$ cat src/rtl/core/mrrp_pkg.sv
`default_nettype none

package mrrp_pkg;

    localparam int unsigned BYTE_W = 8;
    localparam int unsigned CRC_W = 16;
    localparam int unsigned VALUE_W = 32;
    localparam int unsigned KIND_W = 2;

    localparam logic [CRC_W-1:0] CRC_INIT = 16'hFFFF;
    localparam logic [CRC_W-1:0] CRC_POLY = 16'hA001;

    localparam logic [BYTE_W-1:0] ADDR_RESET = 8'h01;
    localparam logic [BYTE_W-1:0] FN_READ_INPUTS = 8'h02;
    localparam logic [BYTE_W-1:0] FN_READ_HOLDING = 8'h03;
    localparam logic [BYTE_W-1:0] SW_BYTE_COUNT = 8'h01;
    localparam logic [BYTE_W-1:0] VAL_BYTE_COUNT = 8'h06;
    localparam logic [BYTE_W-1:0] VAL_PAD_BYTE = 8'h00;
    localparam logic [BYTE_W-1:0] SEL_TEMPERATURE = 8'h01;
    localparam logic [BYTE_W-1:0] SEL_HUMIDITY = 8'h02;

    localparam logic [KIND_W-1:0] KIND_SWITCH = 2'd0;
    localparam logic [KIND_W-1:0] KIND_TEMPERATURE = 2'd1;
    localparam logic [KIND_W-1:0] KIND_HUMIDITY = 2'd2;

    localparam int unsigned OUT_DATA_W = BYTE_W + VALUE_W;
    localparam int unsigned OUT_USER_W = KIND_W + 1;

endpackage

`default_nettype wire

$ cat src/rtl/core/mrrp_crc16_byte.sv
`default_nettype none

module mrrp_crc16_byte
    import mrrp_pkg::*;
(
    input  wire logic [CRC_W-1:0]  i_crc,
    input  wire logic [BYTE_W-1:0] i_byte,
    output logic [CRC_W-1:0]       o_crc
);

    always_comb begin
        logic [CRC_W-1:0] c;
        c = i_crc ^ {{(CRC_W-BYTE_W){1'b0}}, i_byte};
        for (int i = 0; i < BYTE_W; i++) begin
            if (c[0]) begin
                c = (c >> 1) ^ CRC_POLY;
            end else begin
                c = c >> 1;
            end
        end
        o_crc = c;
    end

endmodule

`default_nettype wire

$ cat src/rtl/core/modbus_rtu_response_parser.sv
// Modbus RTU response parser.
// The slave stream takes one received byte per word in s_axis_tdata. Frames
// begin with the station address, then either function 0x02 with one switch
// byte or function 0x03 with a temperature or humidity value, then two CRC
// bytes. A byte that does not fit the frame returns the parser to idle and is
// dropped. The master stream gives one word per frame, on its last CRC byte.
// The station address is written through i_cfg_wr_en and i_cfg_wr_data; the
// user must do so only while no frame is in flight, which the block does not
// enforce; it resets to 1. While s_axis_tready is high, one byte is taken in
// every cycle: the CRC update and the parser step are one pass of logic
// between the parser state registers and the result register. When the
// receiver stalls, the result register holds its word and s_axis_tready
// stays high for bytes that do not complete a frame's result while the
// register is full; it drops only when a new result would overwrite an
// untaken one. Reset clears the parser to idle, the running CRC to 0xFFFF
// and the result register to empty.
`default_nettype none

module modbus_rtu_response_parser
    import mrrp_pkg::*;
(
    input  wire logic                  i_clk,
    input  wire logic                  i_rst_n,
    input  wire logic                  i_cfg_wr_en,
    input  wire logic [BYTE_W-1:0]     i_cfg_wr_data,
    input  wire logic                  s_axis_tvalid,
    output logic                       s_axis_tready,
    // rx_byte
    input  wire logic [BYTE_W-1:0]     s_axis_tdata,
    output logic                       m_axis_tvalid,
    input  wire logic                  m_axis_tready,
    // switch_bits [7:0], value_word [39:8]
    output logic [OUT_DATA_W-1:0]      m_axis_tdata,
    // frame_kind [1:0], crc_ok [2]
    output logic [OUT_USER_W-1:0]      m_axis_tuser
);

    typedef enum logic [3:0] {
        P_IDLE      = 4'd0,
        P_FUNC      = 4'd1,
        P_SW_COUNT  = 4'd2,
        P_SW_DATA   = 4'd3,
        P_SW_CRC1   = 4'd4,
        P_SW_CRC2   = 4'd5,
        P_VAL_COUNT = 4'd6,
        P_VAL_ZERO  = 4'd7,
        P_VAL_SEL   = 4'd8,
        P_VAL_B1    = 4'd9,
        P_VAL_B2    = 4'd10,
        P_VAL_B3    = 4'd11,
        P_VAL_B4    = 4'd12,
        P_VAL_CRC1  = 4'd13,
        P_VAL_CRC2  = 4'd14
    } t_pos;

    t_pos               r_pos, n_pos;
    logic [CRC_W-1:0]   r_crc, n_crc;
    logic [VALUE_W-1:0] r_value, n_value;
    logic [BYTE_W-1:0]  r_switches, n_switches;
    logic [BYTE_W-1:0]  r_crc_lo, n_crc_lo;
    logic [KIND_W-1:0]  r_kind, n_kind;
    logic [BYTE_W-1:0]  r_station;

    logic                  r_out_valid, n_out_valid;
    logic [OUT_DATA_W-1:0] r_out_data, n_out_data;
    logic [OUT_USER_W-1:0] r_out_user, n_out_user;

    logic               s_fire;
    logic               done;
    logic [CRC_W-1:0]   crc_base;
    logic [CRC_W-1:0]   crc_fed;
    logic               crc_match;

    assign s_fire = s_axis_tvalid && s_axis_tready;
    assign done = (r_pos == P_SW_CRC2) || (r_pos == P_VAL_CRC2);
    assign s_axis_tready = !r_out_valid || m_axis_tready || !done;
    assign crc_base = (r_pos == P_IDLE) ? CRC_INIT : r_crc;
    assign crc_match = (r_crc_lo == r_crc[BYTE_W-1:0]) &&
                       (s_axis_tdata == r_crc[CRC_W-1:BYTE_W]);

    mrrp_crc16_byte u_crc (
        .i_crc  (crc_base),
        .i_byte (s_axis_tdata),
        .o_crc  (crc_fed)
    );

    always_comb begin
        n_pos = r_pos;
        n_crc = r_crc;
        n_value = r_value;
        n_switches = r_switches;
        n_crc_lo = r_crc_lo;
        n_kind = r_kind;
        n_out_valid = r_out_valid && !m_axis_tready;
        n_out_data = r_out_data;
        n_out_user = r_out_user;
        if (s_fire) begin
            n_pos = P_IDLE;
            n_crc = CRC_INIT;
            case (r_pos)
                P_FUNC: begin
                    if (s_axis_tdata == FN_READ_INPUTS) begin
                        n_pos = P_SW_COUNT;
                        n_crc = crc_fed;
                    end else if (s_axis_tdata == FN_READ_HOLDING) begin
                        n_pos = P_VAL_COUNT;
                        n_crc = crc_fed;
                    end
                end
                P_SW_COUNT: begin
                    if (s_axis_tdata == SW_BYTE_COUNT) begin
                        n_pos = P_SW_DATA;
                        n_crc = crc_fed;
                    end
                end
                P_SW_DATA: begin
                    n_switches = s_axis_tdata;
                    n_pos = P_SW_CRC1;
                    n_crc = crc_fed;
                end
                P_SW_CRC1: begin
                    n_crc_lo = s_axis_tdata;
                    n_pos = P_SW_CRC2;
                    n_crc = r_crc;
                end
                P_VAL_CRC1: begin
                    n_crc_lo = s_axis_tdata;
                    n_pos = P_VAL_CRC2;
                    n_crc = r_crc;
                end
                P_VAL_COUNT: begin
                    if (s_axis_tdata == VAL_BYTE_COUNT) begin
                        n_pos = P_VAL_ZERO;
                        n_crc = crc_fed;
                    end
                end
                P_VAL_ZERO: begin
                    if (s_axis_tdata == VAL_PAD_BYTE) begin
                        n_pos = P_VAL_SEL;
                        n_crc = crc_fed;
                    end
                end
                P_VAL_SEL: begin
                    if (s_axis_tdata == SEL_TEMPERATURE) begin
                        n_kind = KIND_TEMPERATURE;
                        n_pos = P_VAL_B1;
                        n_crc = crc_fed;
                    end else if (s_axis_tdata == SEL_HUMIDITY) begin
                        n_kind = KIND_HUMIDITY;
                        n_pos = P_VAL_B1;
                        n_crc = crc_fed;
                    end
                end
                P_VAL_B1: begin
                    n_value[15:8] = s_axis_tdata;
                    n_pos = P_VAL_B2;
                    n_crc = crc_fed;
                end
                P_VAL_B2: begin
                    n_value[7:0] = s_axis_tdata;
                    n_pos = P_VAL_B3;
                    n_crc = crc_fed;
                end
                P_VAL_B3: begin
                    n_value[31:24] = s_axis_tdata;
                    n_pos = P_VAL_B4;
                    n_crc = crc_fed;
                end
                P_VAL_B4: begin
                    n_value[23:16] = s_axis_tdata;
                    n_pos = P_VAL_CRC1;
                    n_crc = crc_fed;
                end
                P_SW_CRC2: begin
                    n_out_valid = 1'b1;
                    n_out_data = {{VALUE_W{1'b0}}, r_switches};
                    n_out_user = {crc_match, KIND_SWITCH};
                end
                P_VAL_CRC2: begin
                    n_out_valid = 1'b1;
                    n_out_data = {r_value, {BYTE_W{1'b0}}};
                    n_out_user = {crc_match, r_kind};
                end
                default: begin
                    if (s_axis_tdata == r_station) begin
                        n_pos = P_FUNC;
                        n_crc = crc_fed;
                    end
                end
            endcase
        end
    end

    always_ff @(posedge i_clk) begin
        if (!i_rst_n) begin
            r_pos <= P_IDLE;
            r_crc <= CRC_INIT;
            r_out_valid <= 1'b0;
            r_station <= ADDR_RESET;
        end else begin
            r_pos <= n_pos;
            r_crc <= n_crc;
            r_out_valid <= n_out_valid;
            if (i_cfg_wr_en) begin
                r_station <= i_cfg_wr_data;
            end
        end
    end

    always_ff @(posedge i_clk) begin
        r_value <= n_value;
        r_switches <= n_switches;
        r_crc_lo <= n_crc_lo;
        r_kind <= n_kind;
        r_out_data <= n_out_data;
        r_out_user <= n_out_user;
    end

    assign m_axis_tvalid = r_out_valid;
    assign m_axis_tdata = r_out_data;
    assign m_axis_tuser = r_out_user;

    a_result_follows_frame_end: assert property (@(posedge i_clk) disable iff (!i_rst_n)
        (s_fire && done) |=> m_axis_tvalid)
        else $error("frame end gave no result word");

    a_idle_after_frame_end: assert property (@(posedge i_clk) disable iff (!i_rst_n)
        (s_fire && done) |=> (r_pos == P_IDLE && r_crc == CRC_INIT))
        else $error("parser not idle after frame end");

    a_idle_crc_init: assert property (@(posedge i_clk) disable iff (!i_rst_n)
        (r_pos == P_IDLE) |-> (r_crc == CRC_INIT))
        else $error("running CRC not initial while idle");

    a_kind_valid: assert property (@(posedge i_clk) disable iff (!i_rst_n)
        m_axis_tvalid |-> (m_axis_tuser[KIND_W-1:0] != 2'd3))
        else $error("undefined frame kind on output");

    a_switch_word_no_value: assert property (@(posedge i_clk) disable iff (!i_rst_n)
        (m_axis_tvalid && m_axis_tuser[KIND_W-1:0] == KIND_SWITCH) |->
        (m_axis_tdata[OUT_DATA_W-1:BYTE_W] == '0))
        else $error("switch word carries a value");

endmodule

`default_nettype wire
$ cat config.mk
export PLATFORM = sky130hd
export DESIGN_NAME = modbus_rtu_response_parser
export DESIGN_NICKNAME = d
export VERILOG_FILES = /design/src/rtl/core/mrrp_pkg.sv /design/src/rtl/core/mrrp_crc16_byte.sv /design/src/rtl/core/modbus_rtu_response_parser.sv
export SDC_FILE = /design/constraint.sdc
export NUM_CORES = 1
export LEC_CHECK = 0
export ABC_AREA = 0
export BUFFER_PORTS_ARGS = -buffer_cell sky130_fd_sc_hd__buf_2
export CORE_ASPECT_RATIO = 1.5
export CORE_MARGIN = 8
export CORE_UTILIZATION = 55
export DETAILED_ROUTE_END_ITERATION = 6
export GPL_TIMING_DRIVEN = 0
export PLACE_DENSITY_LB_ADDON = 0.15
export SLEW_MARGIN = 10
export SYNTH_ARGS = -nofsm -noshare
export SYNTH_HDL_FRONTEND = slang
export SYNTH_SLANG_ARGS = --single-unit
$ cat constraint.sdc
create_clock -name i_clk -period 5.4 [get_ports i_clk]
set_input_delay 1.08 -clock i_clk [delete_from_list [all_inputs] [get_ports i_clk]]
set_output_delay 1.08 -clock i_clk [all_outputs]
set_load 0.1 [all_outputs]
# After elaboration in Yosys (flattened, before gate mapping)

Index checks and enable logic that the tools add are counted.

Output and inout bits: 45
Input bits: 21
Register bits: 122
Word-level logic and storage cells: 101

Reductions and logical operators: 25
Mux-type cells: 32
Eq/ne operators: 21
Bitwise logic cells: 10

Operator list:

| kind                                                                  | number |
|---|---|
| 16-bit two-way mux                                                    | 17 |
| 16-bit one-hot mux with 8 select lines                                | 1 |
| 40-bit one-hot mux with 2 select lines                                | 1 |
| 4-bit one-hot mux with 13 select lines                                | 1 |
| 4-bit equality test, second input constant                            | 7 |
| 8-bit equality test                                                   | 3 |
| 2-bit NOT with 3-bit output                                           | 8 |
| 4-bit by 3-bit equality test with 1-bit output, second input constant | 4 |
| 8-bit by 2-bit equality test with 1-bit output, second input constant | 2 |
| 2-bit AND reduction                                                   | 8 |
| 16-bit by 8-bit bitwise XOR with 16-bit output                        | 1 |
| 4-bit two-way mux                                                     | 3 |
| 3-bit two-way mux                                                     | 3 |
| 4-bit by 2-bit equality test with 1-bit output, second input constant | 2 |
| 8-bit by 1-bit equality test with 1-bit output, second input constant | 1 |
| 8-bit by 3-bit equality test with 1-bit output, second input constant | 1 |
| 8-bit logical NOT                                                     | 1 |
| 3-bit one-hot mux with 2 select lines                                 | 1 |
| 5-bit OR reduction                                                    | 1 |
| 4-bit by 1-bit equality test with 1-bit output, second input constant | 1 |
| 4-bit logical NOT                                                     | 1 |
| 2-bit two-way mux                                                     | 2 |
| 2-bit nonzero test                                                    | 2 |
| 2-bit OR reduction                                                    | 2 |
| 6 further kinds                                                       | 14 |

# Depth between registers and ports, before layout

Word-level depth: 22
Gate-level depth with buffers: 10
Gate-level depth less buffers: 7

# Modules after synthesis

From an unflattened synthesis, not the netlist that was laid out.

Cells, all modules: 442
Area, all modules: 5479.0 um^2

Modules (own cells, without submodules):

| module                     | cells each | area each (um^2) | sequential area each (um^2) | instances |
|---|---|---|---|---|
| modbus_rtu_response_parser | 413        | 5195.0           | 3373.2                      | 1 |
| mrrp_crc16_byte            | 29         | 284.0            | 0.0                         | 1 |

# Worst setup path before layout

OpenSTA, ideal clock, no wires.

Kind: in2reg
Start point: in m_axis_tready
End point: reg r_out_data[0], in the netlist m_axis_tdata[0] (enable)
Slack: 1617 ps
Library setup time: 445 ps
Data required time: 4955 ps
Path buffers: 1
Data arrival time: 3338 ps
Cell stages on the path: 4
Cell sequence: nand2b_1 -> o21ai_1 -> clkbuf_1 -> nor2_1

Longest elaborated chain between the ends: 4

Ends and longest elaborated chain:

| item                           | RTL line                          | text |
|---|---|---|
| start, declared                | modbus_rtu_response_parser.sv:31  | `input wire logic m_axis_tready,` |
| 1-bit logical OR (2 in series) | modbus_rtu_response_parser.sv:76  | `assign s_axis_tready = !r_out_valid \|\| m_axis_tready \|\| !done;` |
| 1-bit logical AND              | modbus_rtu_response_parser.sv:74  | `assign s_fire = s_axis_tvalid && s_axis_tready;` |
| 2-bit AND reduction (no line)  | --                                |  |
| end signal, assigned           | modbus_rtu_response_parser.sv:215 | `r_out_data <= n_out_data;` |
| end, declared                  | modbus_rtu_response_parser.sv:65  | `logic [OUT_DATA_W-1:0] r_out_data, n_out_data;` |

No other way between the ends.
A chain may end at the register's enable or synchronous reset.

# Final worst setup path

Start point: in s_axis_tdata[5]
End point: reg r_crc[13]

Longest elaborated chain between the ends: 14
Elaborated cells on any way between the ends: 26
Classes of those cells: eq/ne (5); mux (17); bitwise (3); reduce/logical (1)

Ends and longest elaborated chain:

| item                                           | RTL line                                                             | text |
|---|---|---|
| start, declared                                | modbus_rtu_response_parser.sv:29                                     | `input wire logic [BYTE_W-1:0] s_axis_tdata,` |
| 16-bit by 8-bit bitwise XOR with 16-bit output | mrrp_crc16_byte.sv:13                                                | `c = i_crc ^ {{(CRC_W-BYTE_W){1'b0}}, i_byte};` |
| 16-bit two-way mux (4 in series)               | mrrp_crc16_byte.sv:15                                                | `if (c[0]) begin` |
| 2-bit NOT with 3-bit output (no line)          | --                                                                   |  |
| 16-bit two-way mux (3 in series)               | mrrp_crc16_byte.sv:15                                                |  |
| 2-bit NOT with 3-bit output (no line)          | --                                                                   |  |
| 16-bit two-way mux                             | mrrp_crc16_byte.sv:15                                                |  |
| 16-bit two-way mux (on tied branches)          | modbus_rtu_response_parser.sv:148, modbus_rtu_response_parser.sv:105 |  |
| 16-bit two-way mux (on tied branches)          | modbus_rtu_response_parser.sv:144, modbus_rtu_response_parser.sv:102 |  |
| 16-bit one-hot mux with 8 select lines *       | modbus_rtu_response_parser.sv:100                                    | `case (r_pos)` |
| end signal, assigned                           | modbus_rtu_response_parser.sv:202                                    | `r_crc <= n_crc;` |
| end, declared                                  | modbus_rtu_response_parser.sv:57                                     | `logic [CRC_W-1:0] r_crc, n_crc;` |

Every way passes the cells marked *; elsewhere a longest branch is shown, timed or not.

==> results.toml <==
[timing]
rsz0062_at_grt = "false"
min_period_over_period = 0.657
whs_ps = 505
max_freq_mhz = 282
final_max_slew_viol_count = 0
worst_slew_pin_slew_ps = 926
fin_skew_ps = 10.7
finalSetupTns_ps = 0
setup_viol = 0
relSlewSlack = 0.378
period_minus_slack_ps = 3550
final-hold-violation-count = 0
timing.final.ws_setup_ps = 1850

[worst_setup_path]
startpoint = "s_axis_tdata[5]"
endpoint_kind = "flop"
worst_r2r_endpoint = "r_crc[0]$_SDFFE_PN1P_"
path_max_fanout = 10
r2r_cells = 8
cp_slowest_cell = "or4_4"
path_class = "in -> reg"
required_ps = 5670
cp_cell_sequence = "buf_2, clkbuf_1, or4_4, nor3_1, a211oi_1, o31ai_4, nand2_2, buf_6, o22ai_1, nand2_1"
crit_arrival_ps = 3820
r2r-start = "r_pos[1]$_SDFFE_PN0P_"
r2r_slack_ps = 2600
crit_path_max_incr_delay_ps = 560
critPathLaunchType = "input pin"

[yosys]
async_reset_ff_frac = 0
yosys_warnings = 0
synth.distinct_cells = 61
synth_edf_count = 93
synth_area_um2 = 5520
synth_nets = 479
muxShareOfSynthArea = 0.0163
yosys.area_share.adder = 0
synth_top_cell_area_share = 0.506
ys_seq_area_frac = 0.611
avgSynthCellArea_um2 = 12.0
synth-compound-area-share = 0.0816
syn_inst = 458
netlist_top_cells_area = "edfxtp_1 (51%), dfxtp_1 (11%), xnor2_1 (7.3%)"
synth_simple_gate_area_frac = 0.167
yosys.area.top_type = "edfxtp_1"
synth-seq-cells = 122
synthXorXnorAreaFrac = 0.0946
synth_top_family_by_area = "simple AND/OR/NAND/NOR gates"
synth_ff_type = "edfxtp_1"

[floorplan]
die_height_um = 139
rows = 45
ios = 66
start_util = 0.554
die_area_um2 = 13600
core_area_um2 = 9970
chipWidth_um = 97.8

[layout]
nets = 563
areaGrowthSynthToFinish_pct = 19.9
drive_gt1_frac = 0.202
fillers = 764
antenna_cells = 0

[cts]
clock-sinks = 122
clock_path_buffers = 2
clockRootBuffer = "clkbuf_16"
post_cts_buffers = 0
clk_latency_ps = 420
hold_buffers = 0
post_cts.resized_instances = 0
htree_levels = 4
cts_tree = "built"
cts_buffers = 17
path_clk_slew_ps = 60

[placed_design]
port_buffers = 64
routabilityCongestion = 0.933
dp_hpwl_um = 9620
post-place-ws_ps = 1500

[hold_path]
whs_endpoint = "r_station[0]$_SDFFE_PN1P_"
holdCritStartpoint = "r_station[0]$_SDFFE_PN1P_"
hold_class = "reg -> reg"
min_path_cells = 2

[global_routing]
grt_pass1_wl_um = 21200
overflow = 0
grt_max_degree = 36
grt_usage = 0.204
grt_antenna_before_repair = 0
grt_pass1_vias = 3886

[detailed_routing]
routed-via-count = 3806
drt_iter0_drc = 206
wl_um = 13200
wl_per_cell_um = 19.7
viasPerCell = 5.66
drc = 0
dr.pass1.iters = 5
postRouteAntennaNets = 0

[power]
power.density_nw_per_um2 = 341
p_leak_nw = 2.35
ir_drop_v = 0.000216

[outcome]
outcome = "finished clean"

[job]
drv_cap = 0
-- cells in the final DEF, fill, tap and decap left out, types with 11 or more instances in the layout --
cell type,instances
edfxtp_1,93
buf_2,66
xnor2_1,46
and2_1,40
nand2_1,32
dfxtp_1,29
clkbuf_1,28
nor2_1,25
nor2b_1,22
clkbuf_16,17
o22ai_1,12
xor2_1,11
-- routing by layer --
| layer | track usage | share of wire | wire length, um |
|---|---|---|---|
| met5 | 0 | 0 | 0 |
| met4 | 0.0875 | 0.023 | 309 |
| met3 | 0.0528 | 0.052 | 692 |
| met2 | 0.367 | 0.54 | 7110 |
| met1 | 0.217 | 0.39 | 5120 |
-- cell usage after synthesis, drive strengths merged, types with 9 or more instances --
library cell   n
and2          40
clkbuf        28
dfxtp         29
edfxtp        93
mux2i          9
nand2         33
nor2          26
nor2b         22
o21ai         16
o22ai         12
xnor2         46
xor2          11
-- layout make-up --
class                      instances  area (um2)  area share
inverter                           5        18.8     0.00284
timing repair buffer              65         340      0.0514
sequential                       122        3370       0.510
tap                              117         146      0.0221
clock buffer                      17         425      0.0643
buffer                            33         141      0.0214
clock inverter                    15         180      0.0272
multi-input combinational        298        1990       0.301
-- through the flow --
step / cell area [um2] / util / std cells / power, mW
after detailed placement: 6010 / 0.603 / 640 / 1.14
after floorplan: 5520 / - / 458 / 1.10
after global placement: 5980 / 0.601 / 639 / 1.14
after global routing: 6620 / 0.664 / 672 / 2.32
final: 6620 / 0.664 / 672 / 2.26
after CTS: 6620 / 0.664 / 672 / 2.27
-- kinds of logic (layout without fill, tap and decap cells) --
logic type / after synthesis / in the layout
and+or+nand+nor: 166 / 166
DFF: 122 / 122
AOI/OAI and AO/OA: 65 / 65
xor gates and xnor gates: 58 / 58
buffers and inverters: 38 / 135
muxes: 9 / 9
-- how the worst max path moves through the flow --
stage | slack [ps] | to
2_1_floorplan | 1620 | m_axis_tdata[0]$_SDFFCE_PP0P_
3_3_place_gp | 770 | m_axis_tuser[2]$_DFFE_PP_
3_5_place_dp | 1500 | r_crc[13]$_SDFFE_PN1P_
4_1_cts | 1910 | r_crc[13]$_SDFFE_PN1P_
5_1_grt | 1670 | r_crc[5]$_SDFFE_PN1P_
6_report | 1850 | r_crc[13]$_SDFFE_PN1P_
-- critical path: cells and delay by family --
| family | cells | cell delay [ps] |
|---|---|---|
| simple gates | 4 | 1310 |
| compound gates | 3 | 840 |
| buf+inv | 3 | 580 |
-- power breakdown --
group          leakage [nW]  total (mW)  internal [mW]  switching [mW]
sequential             1.09        1.01           1.01         0.00494
clock                 0.295        1.14          0.697           0.444
combinational         0.970       0.105         0.0449          0.0601
total                  2.35        2.26           1.75           0.509
-- flip-flops by register name, indices dropped and copies added (netlist names) --
| name | flops |
|---|---|
| m_axis_tdata | 40 |
| m_axis_tuser | 3 |
| m_axis_tvalid | 1 |
| r_crc | 16 |
| r_crc_lo | 8 |
| r_kind | 2 |
| r_pos | 4 |
| r_station | 8 |
| r_switches | 8 |
| r_value | 32 |
Power figures use the tool's default switching activity.
